**src/rtl/assert_macros.svh**
```systemverilog
// Assertion macros used by the RTL file of the escape-count unit.
`ifndef ASSERT_MACROS_SVH
`define ASSERT_MACROS_SVH

// Same-cycle implication, checked on every rising clock edge outside reset
`define ASSERT_IMPL(lbl, ante, cons, msg) \
    lbl: assert property (@(posedge aclk) disable iff (!aresetn) (ante) |-> (cons)) \
        else $error(msg);

// Next-cycle implication, checked on every rising clock edge outside reset
`define ASSERT_NEXT(lbl, ante, cons, msg) \
    lbl: assert property (@(posedge aclk) disable iff (!aresetn) (ante) |=> (cons)) \
        else $error(msg);

`endif

```
**src/rtl/mec_pkg.sv**
```systemverilog
// Types, constants and the saturation helper for the escape-count unit.
package mec_pkg;

    localparam int WORD_W    = 32;            // coordinate word, signed fixed point
    localparam int CNT_W     = 16;            // iteration count width
    localparam int COL_W     = 12;            // width of column and row fields
    localparam int OPA_W     = WORD_W + 1;    // multiplier operand A (holds unsigned index)
    localparam int PROD_W    = OPA_W + WORD_W; // full product width
    localparam int SUM_W     = PROD_W + 1;    // width of sums ahead of saturation
    localparam int CFG_IDX_W = 3;
    localparam int IN_DATA_W  = 24;           // two index fields, whole bytes
    localparam int OUT_DATA_W = 16;

    localparam int INDEX_BITS_DEF = 12;
    localparam int FRAC_BITS_DEF  = 28;

    // Register reset values
    localparam logic signed [WORD_W-1:0] ORIGIN_RE_RST = -32'sd536870912;
    localparam logic signed [WORD_W-1:0] ORIGIN_IM_RST = -32'sd268435456;
    localparam logic signed [WORD_W-1:0] STEP_RE_RST   = 32'sd1048576;
    localparam logic signed [WORD_W-1:0] STEP_IM_RST   = 32'sd1048576;
    localparam logic        [CNT_W-1:0]  MAX_ITER_RST  = 16'd256;

    // Configuration register indexes
    typedef enum logic [CFG_IDX_W-1:0] {
        CFG_ORIGIN_RE = 3'd0,
        CFG_ORIGIN_IM = 3'd1,
        CFG_STEP_RE   = 3'd2,
        CFG_STEP_IM   = 3'd3,
        CFG_MAX_ITER  = 3'd4
    } cfg_reg_t;

    // Clamp a wide signed sum to the signed word range
    function automatic logic signed [WORD_W-1:0] sat_word(input logic signed [SUM_W-1:0] v);
        logic [SUM_W-WORD_W:0] top;
        top = v[SUM_W-1:WORD_W-1];
        if (top == '0 || top == '1) begin
            return v[WORD_W-1:0];
        end else if (v[SUM_W-1]) begin
            return {1'b1, {(WORD_W-1){1'b0}}};
        end else begin
            return {1'b0, {(WORD_W-1){1'b1}}};
        end
    endfunction

endpackage

```
**src/rtl/mandelbrot_escape_count_unit.sv**
```systemverilog
// Mandelbrot escape-time counter: one shared multiplier under a small sequencer.
//
// Usage:
//   s_* channel takes one pixel (column, row); m_* channel returns its escape count.
//   cfg_* channel writes origin, step and iteration limit; write it only while idle.
//   The block forms c = origin + index*step, then iterates z = z*z + c from z = c,
//   counting updates while |z|^2 <= 4, capped at max_iterations.
// Timing:
//   One signed 33x32 multiplier is reused for every product. Forming c uses two
//   products (column*step_re, row*step_im); each iteration forms three products
//   (zr*zr, zi*zi, zr*zi) and then one update, and an escape is seen at the zr*zi
//   step. One pixel is in flight at a time: a new pixel is taken only once the
//   sequencer has handed the last count on and returned to idle.
// Stalls and reset:
//   s_tready is high only while the sequencer is idle. A finished count waits in
//   the output register; the next pixel is accepted while it waits, and a second
//   count holds in the sequencer until the output register frees.
//   aresetn (synchronous, active low) empties the block and restores the default
//   view (-2.0, -1.0, step 1/256, limit 256). cfg_ready is always high.
module mandelbrot_escape_count_unit
    import mec_pkg::*;
#(
    parameter int INDEX_BITS = INDEX_BITS_DEF,
    parameter int FRAC_BITS  = FRAC_BITS_DEF
) (
    input  logic                  aclk,
    input  logic                  aresetn,
    // pixel input
    input  logic                  s_tvalid,
    output logic                  s_tready,
    input  logic [IN_DATA_W-1:0]  s_tdata,   // [11:0] column, [23:12] row
    // escape count output
    output logic                  m_tvalid,
    input  logic                  m_tready,
    output logic [OUT_DATA_W-1:0] m_tdata,   // [15:0] iteration_count
    // configuration writes
    input  logic                  cfg_valid,
    output logic                  cfg_ready,
    input  logic [CFG_IDX_W-1:0]  cfg_index,
    input  logic [WORD_W-1:0]     cfg_data
);

`include "assert_macros.svh"

    localparam int IDX_USE = (INDEX_BITS < COL_W) ? INDEX_BITS : COL_W;
    localparam logic [PROD_W-1:0] LIMIT = PROD_W'(4) << (2 * FRAC_BITS);

    typedef enum logic [3:0] {
        ST_IDLE,
        ST_CR,     // column * step_re
        ST_CI,     // row * step_im, form c real
        ST_CDONE,  // form c imaginary
        ST_SQR,    // zr * zr
        ST_SQI,    // zi * zi
        ST_CROSS,  // zr * zi, escape test
        ST_UPD,    // z update
        ST_DONE    // hand count to output register
    } state_t;

    state_t state_reg, state_next;
    logic   m_tvalid_reg, m_tvalid_next;
    logic [OUT_DATA_W-1:0] m_tdata_reg;

    // configuration
    logic signed [WORD_W-1:0] origin_re_reg, origin_im_reg, step_re_reg, step_im_reg;
    logic        [CNT_W-1:0]  max_iter_reg;

    // datapath
    logic        [IDX_USE-1:0] col_reg, row_reg;
    logic signed [WORD_W-1:0]  cr_reg, ci_reg, zr_reg, zi_reg;
    logic signed [PROD_W-1:0]  p_reg;
    logic        [PROD_W-2:0]  sr_reg;
    logic signed [PROD_W-2:0]  nr_reg;
    logic        [CNT_W-1:0]   cnt_reg;

    logic signed [OPA_W-1:0]  op_a;
    logic signed [WORD_W-1:0] op_b;
    logic signed [PROD_W-1:0] prod;
    logic signed [SUM_W-1:0]  cr_sum, ci_sum, zr_sum, zi_sum;
    logic        [PROD_W-1:0] mag_sum;
    logic signed [PROD_W-2:0] nr_diff, nr_shift;
    logic signed [PROD_W-1:0] ni_shift;
    logic                     escape;
    logic        [CNT_W-1:0]  cnt_inc;
    logic                     out_free;

    assign s_tready  = (state_reg == ST_IDLE);
    assign cfg_ready = 1'b1;
    assign m_tvalid  = m_tvalid_reg;
    assign m_tdata   = m_tdata_reg;
    assign out_free  = !m_tvalid_reg || m_tready;

    // Shared multiplier operand select
    always_comb begin
        op_a = '0;
        op_b = '0;
        case (state_reg)
            ST_CR: begin
                op_a = OPA_W'(col_reg);
                op_b = step_re_reg;
            end
            ST_CI: begin
                op_a = OPA_W'(row_reg);
                op_b = step_im_reg;
            end
            ST_SQR: begin
                op_a = {zr_reg[WORD_W-1], zr_reg};
                op_b = zr_reg;
            end
            ST_SQI: begin
                op_a = {zi_reg[WORD_W-1], zi_reg};
                op_b = zi_reg;
            end
            ST_CROSS: begin
                op_a = {zr_reg[WORD_W-1], zr_reg};
                op_b = zi_reg;
            end
            default: begin
                op_a = '0;
                op_b = '0;
            end
        endcase
    end

    assign prod = op_a * op_b;

    // Point forming, escape test and update arithmetic
    assign cr_sum   = SUM_W'(origin_re_reg) + SUM_W'(p_reg);
    assign ci_sum   = SUM_W'(origin_im_reg) + SUM_W'(p_reg);
    assign mag_sum  = {1'b0, sr_reg} + {1'b0, p_reg[PROD_W-2:0]};
    assign escape   = (mag_sum > LIMIT);
    assign nr_diff  = signed'(sr_reg - p_reg[PROD_W-2:0]);
    // floor shifts: 2*zr*zi >> F equals zr*zi >> (F-1)
    assign nr_shift = nr_reg >>> FRAC_BITS;
    assign ni_shift = p_reg >>> (FRAC_BITS - 1);
    assign zr_sum   = SUM_W'(nr_shift) + SUM_W'(cr_reg);
    assign zi_sum   = SUM_W'(ni_shift) + SUM_W'(ci_reg);
    assign cnt_inc  = cnt_reg + 1'b1;

    // Sequencer next state
    always_comb begin
        state_next = state_reg;
        case (state_reg)
            ST_IDLE:  if (s_tvalid) state_next = ST_CR;
            ST_CR:    state_next = ST_CI;
            ST_CI:    state_next = ST_CDONE;
            ST_CDONE: state_next = (max_iter_reg == '0) ? ST_DONE : ST_SQR;
            ST_SQR:   state_next = ST_SQI;
            ST_SQI:   state_next = ST_CROSS;
            ST_CROSS: state_next = escape ? ST_DONE : ST_UPD;
            ST_UPD:   state_next = (cnt_inc == max_iter_reg) ? ST_DONE : ST_SQR;
            ST_DONE:  if (out_free) state_next = ST_IDLE;
            default:  state_next = ST_IDLE;
        endcase
    end

    // Output valid
    always_comb begin
        m_tvalid_next = m_tvalid_reg;
        if (state_reg == ST_DONE && out_free) begin
            m_tvalid_next = 1'b1;
        end else if (m_tready) begin
            m_tvalid_next = 1'b0;
        end
    end

    // State, configuration, datapath and output registers
    always_ff @(posedge aclk) begin
        if (!aresetn) begin
            state_reg     <= ST_IDLE;
            m_tvalid_reg  <= 1'b0;
            origin_re_reg <= ORIGIN_RE_RST;
            origin_im_reg <= ORIGIN_IM_RST;
            step_re_reg   <= STEP_RE_RST;
            step_im_reg   <= STEP_IM_RST;
            max_iter_reg  <= MAX_ITER_RST;
        end else begin
            state_reg    <= state_next;
            m_tvalid_reg <= m_tvalid_next;
            p_reg        <= prod;

            if (cfg_valid) begin
                case (cfg_reg_t'(cfg_index))
                    CFG_ORIGIN_RE: origin_re_reg <= cfg_data;
                    CFG_ORIGIN_IM: origin_im_reg <= cfg_data;
                    CFG_STEP_RE:   step_re_reg   <= cfg_data;
                    CFG_STEP_IM:   step_im_reg   <= cfg_data;
                    CFG_MAX_ITER:  max_iter_reg  <= cfg_data[CNT_W-1:0];
                    default: ;
                endcase
            end

            case (state_reg)
                ST_IDLE: begin
                    col_reg <= s_tdata[IDX_USE-1:0];
                    row_reg <= s_tdata[COL_W +: IDX_USE];
                    cnt_reg <= '0;
                end
                ST_CI: begin
                    cr_reg <= sat_word(cr_sum);
                    zr_reg <= sat_word(cr_sum);
                end
                ST_CDONE: begin
                    ci_reg <= sat_word(ci_sum);
                    zi_reg <= sat_word(ci_sum);
                end
                ST_SQI: begin
                    sr_reg <= p_reg[PROD_W-2:0];
                end
                ST_CROSS: begin
                    nr_reg <= nr_diff;
                end
                ST_UPD: begin
                    zr_reg  <= sat_word(zr_sum);
                    zi_reg  <= sat_word(zi_sum);
                    cnt_reg <= cnt_inc;
                end
                ST_DONE: begin
                    if (out_free) m_tdata_reg <= cnt_reg;
                end
                default: ;
            endcase
        end
    end

    // Checks
    `ASSERT_IMPL(a_cnt_cap, (state_reg != ST_IDLE), (cnt_reg <= max_iter_reg), "count above limit")
    `ASSERT_NEXT(a_busy_after_accept, (s_tvalid && s_tready), (!s_tready), "ready after accept")
    `ASSERT_IMPL(a_upd_after_test, (state_reg == ST_UPD), ($past(state_reg) == ST_CROSS), "update without escape test")

endmodule
```
**config.mk**
```make
export PLATFORM = sky130hd
export DESIGN_NAME = mandelbrot_escape_count_unit
export DESIGN_NICKNAME = d
export VERILOG_FILES = /design/src/rtl/mec_pkg.sv /design/src/rtl/mandelbrot_escape_count_unit.sv
export VERILOG_INCLUDE_DIRS = /design/src /design/src/rtl
export SDC_FILE = /design/constraint.sdc
export NUM_CORES = 2
export LEC_CHECK = 0
export ABC_CLOCK_PERIOD_IN_PS = 28000
export BUFFER_PORTS_ARGS = -buffer_cell sky130_fd_sc_hd__buf_2
export CORE_MARGIN = 2
export CORE_UTILIZATION = 55
export CTS_CLUSTER_DIAMETER = 30
export CTS_CLUSTER_SIZE = 8
export DETAILED_ROUTE_END_ITERATION = 10
export GPL_ROUTABILITY_DRIVEN = 0
export PLACE_DENSITY = 0.71
export SLEW_MARGIN = 0
export SYNTH_ARGS = -nofsm -noshare
export SYNTH_HDL_FRONTEND = slang
export SYNTH_SLANG_ARGS = --single-unit
```
**constraint.sdc**
```tcl
create_clock -name aclk -period 28 [get_ports aclk]
set_input_delay 0 -clock aclk [delete_from_list [all_inputs] [get_ports aclk]]
set_output_delay 0 -clock aclk [all_outputs]
set_load 0.02 [all_outputs]
```
Yosys cells after proc, flatten, opt, wreduce, memory -nomap -nowiden
Index checks and enable logic that the tools add are counted. W data, S select, Z words.

Add/subtract/negate cells: 7. $mul: 1. Magnitude comparators: 1. Equality and inequality tests: 19. Muxes and demuxes: 21. Reductions and logical operators: 35.

Operator list (count): $mux W32 (8); $eq A35 B35 Y1 const B (4); $logic_not A35 Y1 (4); $add A32 B65 Y66 (2); $pmux W33 S4 (1); $pmux W32 S2 (2); $pmux W32 S4 (1); $add A64 B64 Y65 (1); $gt A65 B59 Y1 const B (1); $mul A33 B32 Y65 (1); $sub A64 B64 Y64 (1); $add A38 B32 Y39 (1); $add A36 B32 Y37 (1); $pmux W4 S9 (1); $pmux W16 S2 (1); $reduce_and A2 Y1 (14); $mux W4 (5); $add A16 B1 Y16 const B (1); $eq A16 B16 Y1 (1); $eq A4 B3 Y1 const B (4); $logic_not A16 Y1 (1); $eq A4 B2 Y1 const B (2); $reduce_bool A2 Y1 (4); $eq A3 B2 Y1 const B (2); other kinds (13) (20).

Bits in registers: 526. Input port bits: 64. Logic and storage cells: 102.

Depth between registers and ports, before layout
Word-level depth: 5. Mapped depth: 36. Gate-level depth less buffers: 33.

Worst setup path before layout
No wires, ideal clock.

Path kind: register to register. Start point: register state_reg[0]. End point: register p_reg[61], data pin. Arrival: 9.428 ns. Data required time: 27.726 ns. Slack: 18.299 ns. Cell stages (with the launch flop): 35. Path buffers: 4. Cell sequence: dfxtp_1 > buf_1 > nor3b_1 > nor2b_1 > clkbuf_1 > clkbuf_1 > a222oi_1 > nand2_1 > clkbuf_1 > nand2_1 > fa_1 > fa_1 > inv_1 > fa_1 > inv_1 > fa_1 > inv_1 > fa_1 > fa_1 > fa_1 > inv_1 > fa_1 > inv_1 > ha_1 > nand4_1 > nor2_1 > nand3_1 > o21ai_0 > a21oi_1 > o31a_1 > o21ai_0 > a21o_1 > a21oi_1 > o41ai_1 > xor2_1.

Word-level cells in the longest chain between the ends: 4.

Ends and longest elaborated chain: start, declared (line mandelbrot_escape_count_unit.sv:60) `state_t state_reg, state_next;`; start signal, assigned (line mandelbrot_escape_count_unit.sv:178) `state_reg <= state_next;`; $eq A4 B3 Y1 (line mandelbrot_escape_count_unit.sv:97) `case (state_reg)`; $reduce_or A2 Y1 (no source line); $pmux W33 S4 / $pmux W32 S4 (equally long branches) (line mandelbrot_escape_count_unit.sv:97); $mul A33 B32 Y65 * (line mandelbrot_escape_count_unit.sv:125) `assign prod = op_a * op_b;`; net prod[61] (line mandelbrot_escape_count_unit.sv:78) `logic signed [PROD_W-1:0] prod;`; end signal, assigned (line mandelbrot_escape_count_unit.sv:180) `p_reg <= prod;`; end, declared (line mandelbrot_escape_count_unit.sv:71) `logic signed [PROD_W-1:0] p_reg;`.

Mark *: on every way through the listed nets, which the timed path passes. The rest lies on a longest branch. A chain may end at the register's enable or synchronous reset.

Final worst setup path
Start point: register state_reg[2]. End point: register p_reg[64], data pin.

The elaborated chain is that of the path after synthesis.

==> impl_summary.log <==
[metrics] portion of the post-synthesis area used by sequential elements: 0.1799
[metrics] Net Count, Synth: 10180
[metrics] Vert. Die Dim: 372.9 µm
[metrics] HPWL after DPL: 200.1 mm
[metrics] maximum fanout along the worst path: 55
[metrics] top_reg_cell synth: edfxtp_1
[metrics] Min-Delay Path Class: in -> reg
[metrics] start of the worst register-to-register path: state_reg[2]
[metrics] final period demand of the worst path: 11.66 ns
[metrics] number of distinct library cell variants in the gate-level netlist after synthesis: 112
[metrics] Finished Core Util: 0.5974
[metrics] unrepaired setup endpoints after global routing: false
[metrics] maximum number of pins on one net before global-route repair: 130
[metrics] actual transition at the worst max-transition pin: 1.581 ns
[metrics] Boundary Pins: 83
[metrics] count of mapped cells out of synthesis: 8499
[metrics] r2r worst-path depth: 28
[metrics] clock skew after layout: 0.06679 ns
[metrics] number of global-route vias before repair: 64350
[metrics] Max Cap Violations: 0
[metrics] relative max-transition margin: -0.05429
[metrics] area of the placeable core: 135300 µm²
[metrics] number of flip-flops under the largest register name: 65
[metrics] Req. time, crit path: 28.37 ns
[metrics] remaining design rule violation count: 22
[metrics] number of endpoints failing setup at the final stage: 0
[metrics] cts bufs inserted: 100
[metrics] Pins Over Slew Limit: 7
[metrics] status: finished with violations
[metrics] total die area: 139000 µm²
[metrics] setup slack after layout: 16.34 ns
[metrics] most area-consuming cells after synthesis: fa_1 (29%), edfxtp_1 (14%), ha_1 (8.6%)
[metrics] worst r2r dst: p_reg[64]
[metrics] area of the multi-input gates: 55320 µm²
[metrics] master of the slowest instance on the critical path: nand2_1
[metrics] maximum count of clock buffers along a single path: 3
[metrics] critical path arrival: 12.03 ns
[metrics] Routed WL: 259.8 mm
[metrics] Clock Tree Root: clkbuf_16
[metrics] library cell with the highest instance count after synthesis: inv_1
[metrics] Synth Warn #: 0
[metrics] initial antenna violation count: 10
[metrics] top cells by instance count after synthesis: inv_1 (1175), nand2_1 (1112), fa_1 (1095), nor2_1 (879), ha_1 (517)
[metrics] static leakage: 0.03573 µW
[metrics] port buffer count: 81
[metrics] H-tree depth reported by CTS: 3
[metrics] number of enable flip-flop cells after synthesis: 349
[metrics] CTS Sinks: 498
[metrics] violated checks: design-rule violations, max-slew violations
[metrics] detailed-router iteration count before antenna repair: 11
[metrics] number of antenna-violating nets in the routed design: 0
[metrics] first-pass GRT wire length: 393.1 mm
[metrics] storage element area: 13460 µm²
[metrics] Synth area leader: fa_1
[metrics] starting DRC count in detailed routing: 8909
[metrics] Worst setup startpoint: state_reg[2]
[metrics] FF+latch count, synth: 498
[metrics] fmax: 85.73 MHz
[metrics] post-DR wirelength/cell: 25.18 µm
[metrics] cell with the most instances on the worst path: fa_1
[metrics] Setup Slack @ Placement: 16.88 ns
[metrics] Initial Util: 0.5531
[metrics] overall fraction of global-route tracks in use: 0.3714
[metrics] via count normalized by instance count: 6.388
[metrics] min-delay src: cfg_valid
[metrics] worst IR drop on VDD: 0.06102 mV
[metrics] mean post-synth cell area: 8.806 µm²
[metrics] Area Overhead vs Synth: 8.003%
[metrics] total number of vias: 65910
[metrics] delay of the slowest critical-path stage: 0.83 ns
[metrics] post-cts repair resize count: 0
[metrics] Crit Path Class: reg -> reg
[metrics] standard-cell row count: 135
[metrics] proportion of register bits with asynchronous set or reset after synthesis: 0
[metrics] Yosys top cell area share: 0.2929
[metrics] Fillers: 11500
[metrics] clock latency on the worst-skew pair: 0.69 ns
[metrics] register clock-pin slew on the reported worst setup and hold paths: 0.05 ns
[metrics] Horiz. Die Dim: 372.9 µm
[metrics] number of nets at the end of the flow: 10120
[metrics] global-route congestion overflow total: 0
[metrics] kind of capture point of the worst setup path: flop
[metrics] CTS tree: built
[metrics] minimum setup slack among reg-to-reg paths: 16.34 ns
[metrics] CP startpoint kind: flop
[metrics] Pwr Density: 38.51 nW/µm²
[metrics] aggregate negative setup slack: 0 ns
[metrics] number of cells on the worst hold path: 4
[metrics] synthesized area: 74840 µm²
[metrics] final hold vios: 0
[metrics] fraction of final layout cells sized beyond drive strength 1: 0.05746
[metrics] Min-Delay Endpoint: max_iter_reg[10]
[metrics] final cycle utilization of the critical path: 0.4166
-- cell type report --
class,count,share of cell area
multi-input combinational,6396,0.6844
sequential,498,0.1666
inverter,1178,0.05471
clock buffer,137,0.03421
tap,1781,0.02757
timing repair buffer,269,0.02454
clock inverter,50,0.007802
antenna,8,0.0002477
-- timing repair --
item,in CTS,in global routing
hold endpoints to repair,197,0
setup buffers,0,0
hold buffers,64,0
-- power by group --
group | internal (µW) | leakage, µW | switching, µW
clock | 769 | 0.00161 | 428
sequential | 841 | 0.00445 | 60.2
combinational | 323 | 0.0297 | 692
total | 1930 | 0.0357 | 1180
-- layer usage --
layer	vias to the layer above	share of wire	track usage
li1	28190	-	-
met1	32330	0.37	0.4903
met2	4417	0.42	0.5428
met3	962	0.14	0.1078
met4	8	0.074	0.2184
met5	-	0.00054	0.005590
-- cells by family after synthesis --
group,after synthesis,synth area share
fa+ha+maj,1612,0.3793
buf+inv,1605,0.08215
flops,498,0.1799
simple gates,2768,0.1634
mux,62,0.008376
xor+xnor,298,0.03487
compound gates,1655,0.1519
other cells,1,0.00005011
-- per-stage QoR --
| stage | area, µm² | std cells | hold WS, ns | power [µW] |
|---|---|---|---|---|
| 3_5_place_dp | 76770 | 10060 | 0.1781 | 1865 |
| 5_1_grt | 80810 | 10310 | 0.02471 | 3209 |
| 6_report | 80830 | 10320 | 0.03086 | 3112 |
| 3_3_place_gp | 76770 | 10060 | 0.1822 | 1851 |
| 4_1_cts | 80810 | 10310 | 0.009557 | 3063 |
| 2_1_floorplan | 74840 | 8499 | 0.09887 | 1518 |
-- placed cells by master (no fill, tap or decap), drive strengths merged, types with 32 or more instances in the layout --
| cell | instances |
|---|---|
| nor2b | 63 |
| clkbuf | 137 |
| a21oi | 404 |
| a222oi | 32 |
| a22oi | 48 |
| a211oi | 48 |
| mux2i | 57 |
| fa | 1095 |
| nor2 | 880 |
| a221oi | 45 |
| nand4 | 122 |
| xnor2 | 196 |
| a21o | 152 |
| nand2 | 1113 |
| or2 | 35 |
| buf | 205 |
| o31ai | 34 |
| xor2 | 102 |
| nand2b | 60 |
| nor3 | 104 |
| and3 | 41 |
| a31oi | 42 |
| o211ai | 44 |
| o21a | 49 |
| o21bai | 67 |
| nand3 | 113 |
| and2 | 71 |
| ha | 517 |
| inv | 1178 |
| dfxtp | 149 |
| a21boi | 157 |
| nor4 | 74 |
| edfxtp | 349 |
| dlygate4sd3 | 64 |
| o21ai | 286 |
-- critical path: cells and delay by family, from the launching register on --
family	cells	cell delay, ns
AOI/OAI and AO/OA	8	2.35
buffers and inverters	3	0.92
xor gates and xnor gates	1	0.08
adders and majority gates	9	4.77
DFF	1	0.66
and+or+nand+nor	7	2.52
-- worst max path at each step --
| stage | cells after the start | end | slack [ns] |
|---|---|---|---|
| after global routing | 30 | p_reg[63] | 15.93 |
| after global placement | 30 | p_reg[63] | 17.12 |
| after floorplan | 34 | p_reg[61] | 18.30 |
| final | 28 | p_reg[64] | 16.34 |
| after detailed placement | 29 | p_reg[64] | 16.88 |
| after CTS | 29 | p_reg[64] | 16.79 |
Note: power is estimated with default switching activity, not from simulation.
